### config.mk
export PLATFORM = sky130hd
export DESIGN_NAME = gyro_follow_stepper_controller
export DESIGN_NICKNAME = d
export VERILOG_FILES = /design/src/gfsc_pkg.sv /design/src/gfsc_cfg_regs.sv /design/src/gfsc_core.sv /design/src/gyro_follow_stepper_controller.sv
export SDC_FILE = /design/constraint.sdc
export NUM_CORES = 1
export LEC_CHECK = 0
export BUFFER_PORTS_ARGS = -buffer_cell sky130_fd_sc_hd__buf_2
export CORE_MARGIN = 2
export CORE_UTILIZATION = 62
export CTS_CLUSTER_DIAMETER = 150
export DETAILED_ROUTE_END_ITERATION = 7
export PLACE_DENSITY = 0.81
export SLEW_MARGIN = 20
export SYNTH_ARGS = -nofsm -noshare
export SYNTH_HDL_FRONTEND = slang
export SYNTH_SLANG_ARGS = --single-unit
### constraint.sdc
create_clock -name aclk -period 20.9 [get_ports aclk]
set_input_delay 1.045 -clock aclk [delete_from_list [all_inputs] [get_ports aclk]]
set_output_delay 1.045 -clock aclk [all_outputs]
set_load 0.03 [all_outputs]
### src/gfsc_pkg.sv
// ----------------------------------------------------------------------------
// gfsc_pkg - shared types and constants
// Command and register codes, step size function, saturation helper.
// ----------------------------------------------------------------------------
`default_nettype none

package gfsc_pkg;

    localparam int CMD_W    = 2;
    localparam int RATE_W   = 16;
    localparam int ANGLE_W  = 32;
    localparam int PERIOD_W = 7;
    localparam int STEP_W   = 12;
    localparam int BAND_W   = 16;
    localparam int CNT_W    = 4;
    localparam int CFG_W    = 4;
    localparam int IDX_W    = 2;

    localparam logic [CMD_W-1:0] CMD_GYRO = 2'd0;
    localparam logic [CMD_W-1:0] CMD_CTRL = 2'd1;
    localparam logic [CMD_W-1:0] CMD_STEP = 2'd2;
    localparam logic [CMD_W-1:0] CMD_SET  = 2'd3;

    localparam logic [IDX_W-1:0] REG_MICROSTEP_SHIFT = 2'd0;
    localparam logic [IDX_W-1:0] REG_DEADBAND_STEPS  = 2'd1;
    localparam logic [IDX_W-1:0] REG_STALL_LIMIT     = 2'd2;

    localparam logic [PERIOD_W-1:0] SLOW_PERIOD = 7'd100;
    localparam logic [PERIOD_W-1:0] MID_PERIOD  = 7'd50;
    localparam logic [PERIOD_W-1:0] FAST_PERIOD = 7'd34;

    localparam logic [STEP_W-1:0] FULL_STEP_UNITS = 12'd2880;
    localparam logic [CNT_W-1:0]  STALL_MAX       = 4'd15;

    localparam logic [2:0]       RST_MICROSTEP_SHIFT = 3'd0;
    localparam logic [CNT_W-1:0] RST_DEADBAND_STEPS  = 4'd5;
    localparam logic [CNT_W-1:0] RST_STALL_LIMIT     = 4'd10;

    typedef struct packed {
        logic [2:0]       microstep_shift;
        logic [CNT_W-1:0] deadband_steps;
        logic [CNT_W-1:0] stall_limit;
    } cfg_t;

    typedef struct packed {
        logic signed [ANGLE_W-1:0] target_angle_out;
        logic                      reset_request;
        logic                      running;
        logic [PERIOD_W-1:0]       step_period;
        logic                      direction_negative;
        logic                      step_level;
    } res_t;

    function automatic logic [STEP_W-1:0] step_units(input logic [2:0] shift);
        return FULL_STEP_UNITS >> shift;
    endfunction

    // clamp a 34-bit sum back into the signed 32-bit range
    function automatic logic signed [ANGLE_W-1:0] sat32(input logic signed [ANGLE_W+1:0] v);
        logic signed [ANGLE_W-1:0] r;
        if ((v[ANGLE_W+1:ANGLE_W-1] == 3'b000) || (v[ANGLE_W+1:ANGLE_W-1] == 3'b111)) begin
            r = v[ANGLE_W-1:0];
        end else if (v[ANGLE_W+1]) begin
            r = {1'b1, {(ANGLE_W-1){1'b0}}};
        end else begin
            r = {1'b0, {(ANGLE_W-1){1'b1}}};
        end
        return r;
    endfunction

endpackage

`default_nettype wire

### src/gfsc_cfg_regs.sv
// ----------------------------------------------------------------------------
// gfsc_cfg_regs - configuration register file
// Write-only registers for microstep shift, dead band and stall limit.
// ----------------------------------------------------------------------------
`default_nettype none

module gfsc_cfg_regs
    import gfsc_pkg::*;
(
    input  wire logic             aclk,
    input  wire logic             aresetn,
    input  wire logic             cfg_wr_en,
    input  wire logic [IDX_W-1:0] cfg_index,
    input  wire logic [CFG_W-1:0] cfg_wdata,
    output cfg_t                  cfg
);

    cfg_t cfg_reg, cfg_next;

    always_comb begin
        cfg_next = cfg_reg;
        if (cfg_wr_en) begin
            unique case (cfg_index)
                REG_MICROSTEP_SHIFT: cfg_next.microstep_shift = cfg_wdata[2:0];
                REG_DEADBAND_STEPS:  cfg_next.deadband_steps  = cfg_wdata;
                REG_STALL_LIMIT:     cfg_next.stall_limit     = cfg_wdata;
                default:             cfg_next = cfg_reg;   // unmapped index ignored
            endcase
        end
    end

    always_ff @(posedge aclk) begin
        if (!aresetn) begin
            cfg_reg.microstep_shift <= RST_MICROSTEP_SHIFT;
            cfg_reg.deadband_steps  <= RST_DEADBAND_STEPS;
            cfg_reg.stall_limit     <= RST_STALL_LIMIT;
        end else begin
            cfg_reg <= cfg_next;
        end
    end

    assign cfg = cfg_reg;

endmodule

`default_nettype wire

### src/gfsc_core.sv
// ----------------------------------------------------------------------------
// gfsc_core - controller state and per-command update
// Holds angles, stall counter and pin state; computes one word's result.
// ----------------------------------------------------------------------------
`default_nettype none

module gfsc_core
    import gfsc_pkg::*;
(
    input  wire logic                      aclk,
    input  wire logic                      aresetn,
    input  wire logic                      en,
    input  wire logic [CMD_W-1:0]          command,
    input  wire logic signed [RATE_W-1:0]  gyro_rate,
    input  wire logic signed [ANGLE_W-1:0] angle_value,
    input  wire cfg_t                      cfg,
    output res_t                           res
);

    logic signed [ANGLE_W-1:0] target_reg, target_next;
    logic signed [ANGLE_W-1:0] motor_reg, motor_next;
    logic signed [RATE_W-1:0]  last_rate_reg, last_rate_next;
    logic [CNT_W-1:0]          stall_cnt_reg, stall_cnt_next;
    logic                      pulse_reg, pulse_next;
    logic                      dir_reg, dir_next;
    logic                      run_reg, run_next;
    logic [PERIOD_W-1:0]       period_reg, period_next;
    logic                      request;

    logic [CNT_W-1:0]          cnt_inc;
    logic [STEP_W-1:0]         step_sz;
    logic [STEP_W:0]           step2;
    logic [STEP_W+1:0]         step3;
    logic [BAND_W-1:0]         band;
    logic signed [ANGLE_W+1:0] err;
    logic signed [ANGLE_W+1:0] abs_err34;
    logic [ANGLE_W:0]          abs_err;
    logic                      moving;
    logic signed [ANGLE_W+1:0] target_sum;
    logic signed [ANGLE_W+1:0] motor_sum;

    always_comb begin
        step_sz   = step_units(cfg.microstep_shift);
        step2     = {step_sz, 1'b0};
        step3     = {1'b0, step2} + {2'b00, step_sz};
        band      = BAND_W'(step_sz) * BAND_W'(cfg.deadband_steps);

        err       = {{2{target_reg[ANGLE_W-1]}}, target_reg}
                  - {{2{motor_reg[ANGLE_W-1]}}, motor_reg};
        abs_err34 = err[ANGLE_W+1] ? -err : err;
        abs_err   = abs_err34[ANGLE_W:0];
        // inside the dead band or under one step: no motion
        moving    = (abs_err >= (ANGLE_W+1)'(band)) && (abs_err >= (ANGLE_W+1)'(step_sz));

        target_sum = {{2{target_reg[ANGLE_W-1]}}, target_reg}
                   + (ANGLE_W+2)'(last_rate_reg) + (ANGLE_W+2)'(gyro_rate);
        motor_sum  = dir_reg
                   ? {{2{motor_reg[ANGLE_W-1]}}, motor_reg} - (ANGLE_W+2)'(step_sz)
                   : {{2{motor_reg[ANGLE_W-1]}}, motor_reg} + (ANGLE_W+2)'(step_sz);

        cnt_inc = (stall_cnt_reg < STALL_MAX) ? stall_cnt_reg + 1'b1 : stall_cnt_reg;

        target_next    = target_reg;
        motor_next     = motor_reg;
        last_rate_next = last_rate_reg;
        stall_cnt_next = stall_cnt_reg;
        pulse_next     = pulse_reg;
        dir_next       = dir_reg;
        run_next       = run_reg;
        period_next    = period_reg;
        request        = 1'b0;

        unique case (command)
            CMD_GYRO: begin
                stall_cnt_next = (gyro_rate == last_rate_reg) ? cnt_inc : '0;
                if ((stall_cnt_next == cfg.stall_limit) && (cfg.stall_limit != '0)) begin
                    request        = 1'b1;
                    stall_cnt_next = '0;
                end
                target_next    = sat32(target_sum);
                last_rate_next = gyro_rate;
            end
            CMD_CTRL: begin
                if (moving) begin
                    dir_next = err[ANGLE_W+1];
                    run_next = 1'b1;
                    priority if (abs_err >= (ANGLE_W+1)'(step3)) begin
                        period_next = FAST_PERIOD;
                    end else if (abs_err >= (ANGLE_W+1)'(step2)) begin
                        period_next = MID_PERIOD;
                    end else begin
                        period_next = SLOW_PERIOD;
                    end
                end else begin
                    run_next    = 1'b0;
                    period_next = SLOW_PERIOD;
                end
            end
            CMD_STEP: begin
                if (run_reg) begin
                    pulse_next = !pulse_reg;
                    // motor advances on the falling edge of the pin
                    if (pulse_reg) begin
                        motor_next = sat32(motor_sum);
                    end
                end
            end
            CMD_SET: begin
                motor_next = angle_value;
            end
            default: begin
            end
        endcase
    end

    always_ff @(posedge aclk) begin
        if (!aresetn) begin
            target_reg    <= '0;
            motor_reg     <= '0;
            last_rate_reg <= '0;
            stall_cnt_reg <= '0;
            pulse_reg     <= 1'b0;
            dir_reg       <= 1'b0;
            run_reg       <= 1'b0;
            period_reg    <= SLOW_PERIOD;
        end else if (en) begin
            target_reg    <= target_next;
            motor_reg     <= motor_next;
            last_rate_reg <= last_rate_next;
            stall_cnt_reg <= stall_cnt_next;
            pulse_reg     <= pulse_next;
            dir_reg       <= dir_next;
            run_reg       <= run_next;
            period_reg    <= period_next;
        end
    end

    always_comb begin
        res.step_level         = pulse_next;
        res.direction_negative = dir_next;
        res.step_period        = period_next;
        res.running            = run_next;
        res.reset_request      = request;
        res.target_angle_out   = target_next;
    end

endmodule

`default_nettype wire

### src/gyro_follow_stepper_controller.sv
// ----------------------------------------------------------------------------
// gyro_follow_stepper_controller - gyro-following stepper motor controller
// Integrates gyro rate into a target angle and drives step/direction pins.
// ----------------------------------------------------------------------------
// Input stream (s_*): one word per event. s_tuser carries the command
// (gyro sample, control tick, step tick, set motor angle), s_tdata the
// gyro rate and the angle value. Every accepted word produces exactly one
// result word on m_* with the pin levels, step period, run flag, reset
// request and the integrated target angle.
// Path: an accepted word waits in the input register; its result is
// registered in the output register and shown on m_*. Throughput: one
// word per cycle while m_tready is high; each word's update is one pass
// through one 34-bit add/compare stage between input and output registers.
// Backpressure: when m_tready is low the output word holds and the input
// register still takes one more word; s_tready then drops until the
// output drains.
// Reset (aresetn low, synchronous): both registers empty, angles and
// stall counter zero, pins low, period 100, registers to their defaults.
// Configuration writes take effect at once and belong in idle periods.
// ----------------------------------------------------------------------------
`default_nettype none

module gyro_follow_stepper_controller
    import gfsc_pkg::*;
(
    input  wire logic             aclk,
    input  wire logic             aresetn,
    // config port
    input  wire logic             cfg_wr_en,
    input  wire logic [IDX_W-1:0] cfg_index,
    input  wire logic [CFG_W-1:0] cfg_wdata,
    // input stream
    input  wire logic             s_tvalid,
    output logic                  s_tready,
    input  wire logic [47:0]      s_tdata,   // [15:0] gyro_rate, [47:16] angle_value
    input  wire logic [CMD_W-1:0] s_tuser,   // [1:0] command
    // result stream
    output logic                  m_tvalid,
    input  wire logic             m_tready,
    // [0] step_level, [1] direction_negative, [8:2] step_period, [9] running,
    // [10] reset_request, [42:11] target_angle_out, [47:43] zero
    output logic [47:0]           m_tdata
);

    cfg_t cfg;

    logic                      in_valid_reg, in_valid_next;
    logic [CMD_W-1:0]          in_cmd_reg;
    logic signed [RATE_W-1:0]  in_rate_reg;
    logic signed [ANGLE_W-1:0] in_angle_reg;
    logic                      out_valid_reg, out_valid_next;
    res_t                      out_res_reg;
    res_t                      core_res;
    logic                      advance;
    logic                      fire;

    gfsc_cfg_regs u_cfg (
        .aclk      (aclk),
        .aresetn   (aresetn),
        .cfg_wr_en (cfg_wr_en),
        .cfg_index (cfg_index),
        .cfg_wdata (cfg_wdata),
        .cfg       (cfg)
    );

    assign advance  = !out_valid_reg || m_tready;
    assign fire     = in_valid_reg && advance;
    assign s_tready = advance || !in_valid_reg;

    always_comb begin
        in_valid_next  = s_tready ? s_tvalid : in_valid_reg;
        out_valid_next = advance ? in_valid_reg : out_valid_reg;
    end

    always_ff @(posedge aclk) begin
        if (!aresetn) begin
            in_valid_reg  <= 1'b0;
            out_valid_reg <= 1'b0;
        end else begin
            in_valid_reg  <= in_valid_next;
            out_valid_reg <= out_valid_next;
        end
    end

    always_ff @(posedge aclk) begin
        if (s_tready && s_tvalid) begin
            in_cmd_reg   <= s_tuser;
            in_rate_reg  <= s_tdata[RATE_W-1:0];
            in_angle_reg <= s_tdata[RATE_W+ANGLE_W-1:RATE_W];
        end
        if (fire) begin
            out_res_reg <= core_res;
        end
    end

    gfsc_core u_core (
        .aclk        (aclk),
        .aresetn     (aresetn),
        .en          (fire),
        .command     (in_cmd_reg),
        .gyro_rate   (in_rate_reg),
        .angle_value (in_angle_reg),
        .cfg         (cfg),
        .res         (core_res)
    );

    assign m_tvalid = out_valid_reg;
    assign m_tdata  = {5'b0,
                       out_res_reg.target_angle_out,
                       out_res_reg.reset_request,
                       out_res_reg.running,
                       out_res_reg.step_period,
                       out_res_reg.direction_negative,
                       out_res_reg.step_level};

    // an empty input register always takes a word
    a_ready_when_empty: assert property (@(posedge aclk) disable iff (!aresetn)
        !in_valid_reg |-> s_tready)
        else $error("s_tready low with empty input register");

    // a stalled word in the input register is not lost and its command and angle stay unchanged
    a_in_hold: assert property (@(posedge aclk) disable iff (!aresetn)
        in_valid_reg && !advance |=> in_valid_reg && $stable(in_cmd_reg)
                                     && $stable(in_angle_reg))
        else $error("stalled input word changed");

    // only the three legal half-periods ever leave the block
    a_period_legal: assert property (@(posedge aclk) disable iff (!aresetn)
        out_valid_reg |-> (out_res_reg.step_period == SLOW_PERIOD)
                       || (out_res_reg.step_period == MID_PERIOD)
                       || (out_res_reg.step_period == FAST_PERIOD))
        else $error("illegal step period");

    // a stopped motor always reports the slow period
    a_stopped_slow: assert property (@(posedge aclk) disable iff (!aresetn)
        out_valid_reg && !out_res_reg.running |-> out_res_reg.step_period == SLOW_PERIOD)
        else $error("stopped motor with fast period");

endmodule

`default_nettype wire
==> impl_metrics.json <==
{
  "pwr_density_cell_mw_per_mm2": 79.6,
  "die_w_um": 180,
  "hold_buffers": 0,
  "dr.pass1.iters": 6,
  "die-area_mm2": 0.0325,
  "cts_tree": "yes",
  "end_kind": "flip-flop",
  "fmax_mhz": 130,
  "async_flop_share_pct": 0,
  "drcViolationCount": 0,
  "layout_common_cells": "231 x ha_1, 225 x nand2_1, 179 x a21oi_1",
  "whs_endpoint": "u_core.period_reg[4]",
  "nets": 2624,
  "yosysTopAreaCellShare_pct": 15.0,
  "multi_input_area_mm2": 0.0135,
  "cts_sinks": 200,
  "hold_depth": 2,
  "final_common_cell": "ha_1",
  "drive_gt1_share_pct": 9.05,
  "grt_max_degree": 61,
  "grt_pass1_wl_um": 88300,
  "hp-start": "u_core.period_reg[4]",
  "tns_ps": 0,
  "hold_class": "flip-flop to flip-flop",
  "worstPathRequired_ps": 21110,
  "r2r-start": "u_cfg.cfg[9]",
  "synthCells": 2263,
  "grt_usage_pct": 33.5,
  "cts_inserted_buffers": 17,
  "cp_slowest_stage_delay_ps": 600,
  "slew_viol_final": 0,
  "crit_type": "flip-flop to flip-flop",
  "fillers": 2508,
  "wl_per_cell_um": 20.4,
  "ff2ff_path_depth": 31,
  "clk_latency_ps": 470,
  "fp-row-count": 64,
  "antenna_found_initial": 0,
  "worst_ep_arrival_time_ps": 7890,
  "synth_flop_cell": "dfxtp_1",
  "cp-start-kind": "flip-flop",
  "slew_headroom_pct": 29.7,
  "path_common_cell": "a21oi_1",
  "cts_resized": 0,
  "ys_top_cells_by_area": "ha_1 15%, edfxtp_1 14%, dfxtp_1 11%",
  "synth_area_per_cell_um2": 8.52,
  "slowest_stage": "mux2i_1",
  "synth_top_area_cell": "ha_1",
  "place.detailed.hpwl_um": 42500,
  "detail-route-antenna-nets": 0,
  "routed_wl_um": 55400,
  "outcome": "complete, no violations",
  "synth-seq-cells": 200,
  "critical_path_peak_fanout": 11,
  "die_h_um": 180,
  "drtIter0Drc": 1774,
  "regArea_mm2": 0.00493,
  "core_mm2": 0.0306,
  "io_buffers": 105,
  "setup_violations": 0,
  "worstMarginPinSlew_ps": 1050,
  "finalPower_mw": 1.65,
  "yosysSeqAreaShare_pct": 25.6,
  "syn2layout_area_growth_pct": 7.20,
  "ios": 111,
  "cellLeakagePower_nw": 9.20,
  "r2r-end": "m_tdata[1]",
  "path_clk_slew_ps": 90,
  "cts_buffer_depth": 2,
  "vias_per_cell": 6.58,
  "vias": 17900,
  "htree_num_levels": 4,
  "cts_root_buffer": "clkbuf_16",
  "cts_setup_buffers": 0,
  "rsz0062_at_grt": "false",
  "rrSetupSlack_ps": 13230,
  "largest_register_ffs": 43,
  "ir_drop_v": 0.0000451,
  "synth_edf_count": 93,
  "start_util_pct": 63.1,
  "syn_area_mm2": 0.0193,
  "hold_viol_final": 0,
  "max-cap-violations": 0,
  "ys_types": 99,
  "overflow": 0,
  "antennaDiodeCount": 0,
  "skew_ps": 16.5,
  "finalCritPeriodShare_pct": 36.7,
  "holdWs_ps": 463,
  "grt_pass1_vias": 17300,
  "gp_congestion": 1.01,
  "synth_warnings": 0,
  "layout_min_cycle_time_ps": 7670
}
==> power breakdown <==
part	switching, mW	total (mW)	internal [mW]
registers	0.0181	0.449	0.431
clock network	0.183	0.359	0.176
logic	0.509	0.838	0.329
total	0.710	1.65	0.937
==> synthesized netlist by cell type (all sizes together), types with 23 or more instances <==
master and count:
ha 231, nand2 226, a21oi 181, inv 137
nor2 125, o21ai 121, xnor2 113, dfxtp 107
edfxtp 93, clkbuf 76, a21o 73, xor2 57
nand3 47, and2 39, nor2b 38, o211ai 38
and3 35, nand2b 31, nor3 31, nand4 29
o21a 28, a221oi 26, fa 25, a211oi 24
o311ai 23
==> cells by family after synthesis <==
group / count (synthesis) / share of synthesized area (%)
xor gates and xnor gates: 170 / 7.72
and+or+nand+nor: 682 / 17.8
AOI/OAI and AO/OA: 689 / 24.8
other: 1 / 0.0194
muxes: 26 / 1.41
adders and majority gates: 259 / 17.7
DFF: 200 / 25.6
buffers and inverters: 236 / 4.87
==> routing by layer <==
layer	wire (um)	up-vias	track usage, %
met5	0	-	0
met4	2990	0	18.0
met3	4360	174	4.73
met2	25700	823	55.7
met1	22300	8451	42.3
li1	-	8418	-
==> cell type report <==
class	instances	share of cell area, %
Clock buffer	17	2.06
Multi-Input combinational cell	1831	65.1
Clock inverter	15	1.03
Sequential cell	200	23.9
Timing Repair Buffer	119	3.05
Inverter	138	2.50
Tap cell	396	2.40
==> worst max-delay path, delay by kind of cell (launching register included) <==
family          cells  cell delay [ps]
compound gates     14             2560
xor+xnor            1              180
simple gates        6              820
flops               1              590
buf+inv             3              350
mux                 2              920
fa+ha+maj           5             2010
==> metrics by stage <==
step / area [um^2] / worst slack (ps) / utilization (%) / instances
after floorplan: 19300 / 14340 / - / 2267
after global placement: 20000 / 13730 / 65.5 / 2684
after detailed placement: 20000 / 13420 / 65.5 / 2684
after CTS: 20700 / 13370 / 67.6 / 2716
after global routing: 20700 / 12730 / 67.6 / 2716
final: 20700 / 13230 / 67.6 / 2716
==> worst max-delay path by stage <==
stage	startpoint	endpoint	slack, ps	cells after the start
2_1_floorplan	u_cfg.cfg[9]	m_tdata[1]	14340	31
3_3_place_gp	u_cfg.cfg[9]	m_tdata[1]	13730	31
3_5_place_dp	u_cfg.cfg[9]	m_tdata[1]	13420	31
4_1_cts	u_cfg.cfg[9]	m_tdata[1]	13370	31
5_1_grt	u_cfg.cfg[9]	m_tdata[1]	12730	31
6_report	u_cfg.cfg[9]	m_tdata[1]	13230	31
Power figures use the tool's default switching activity.
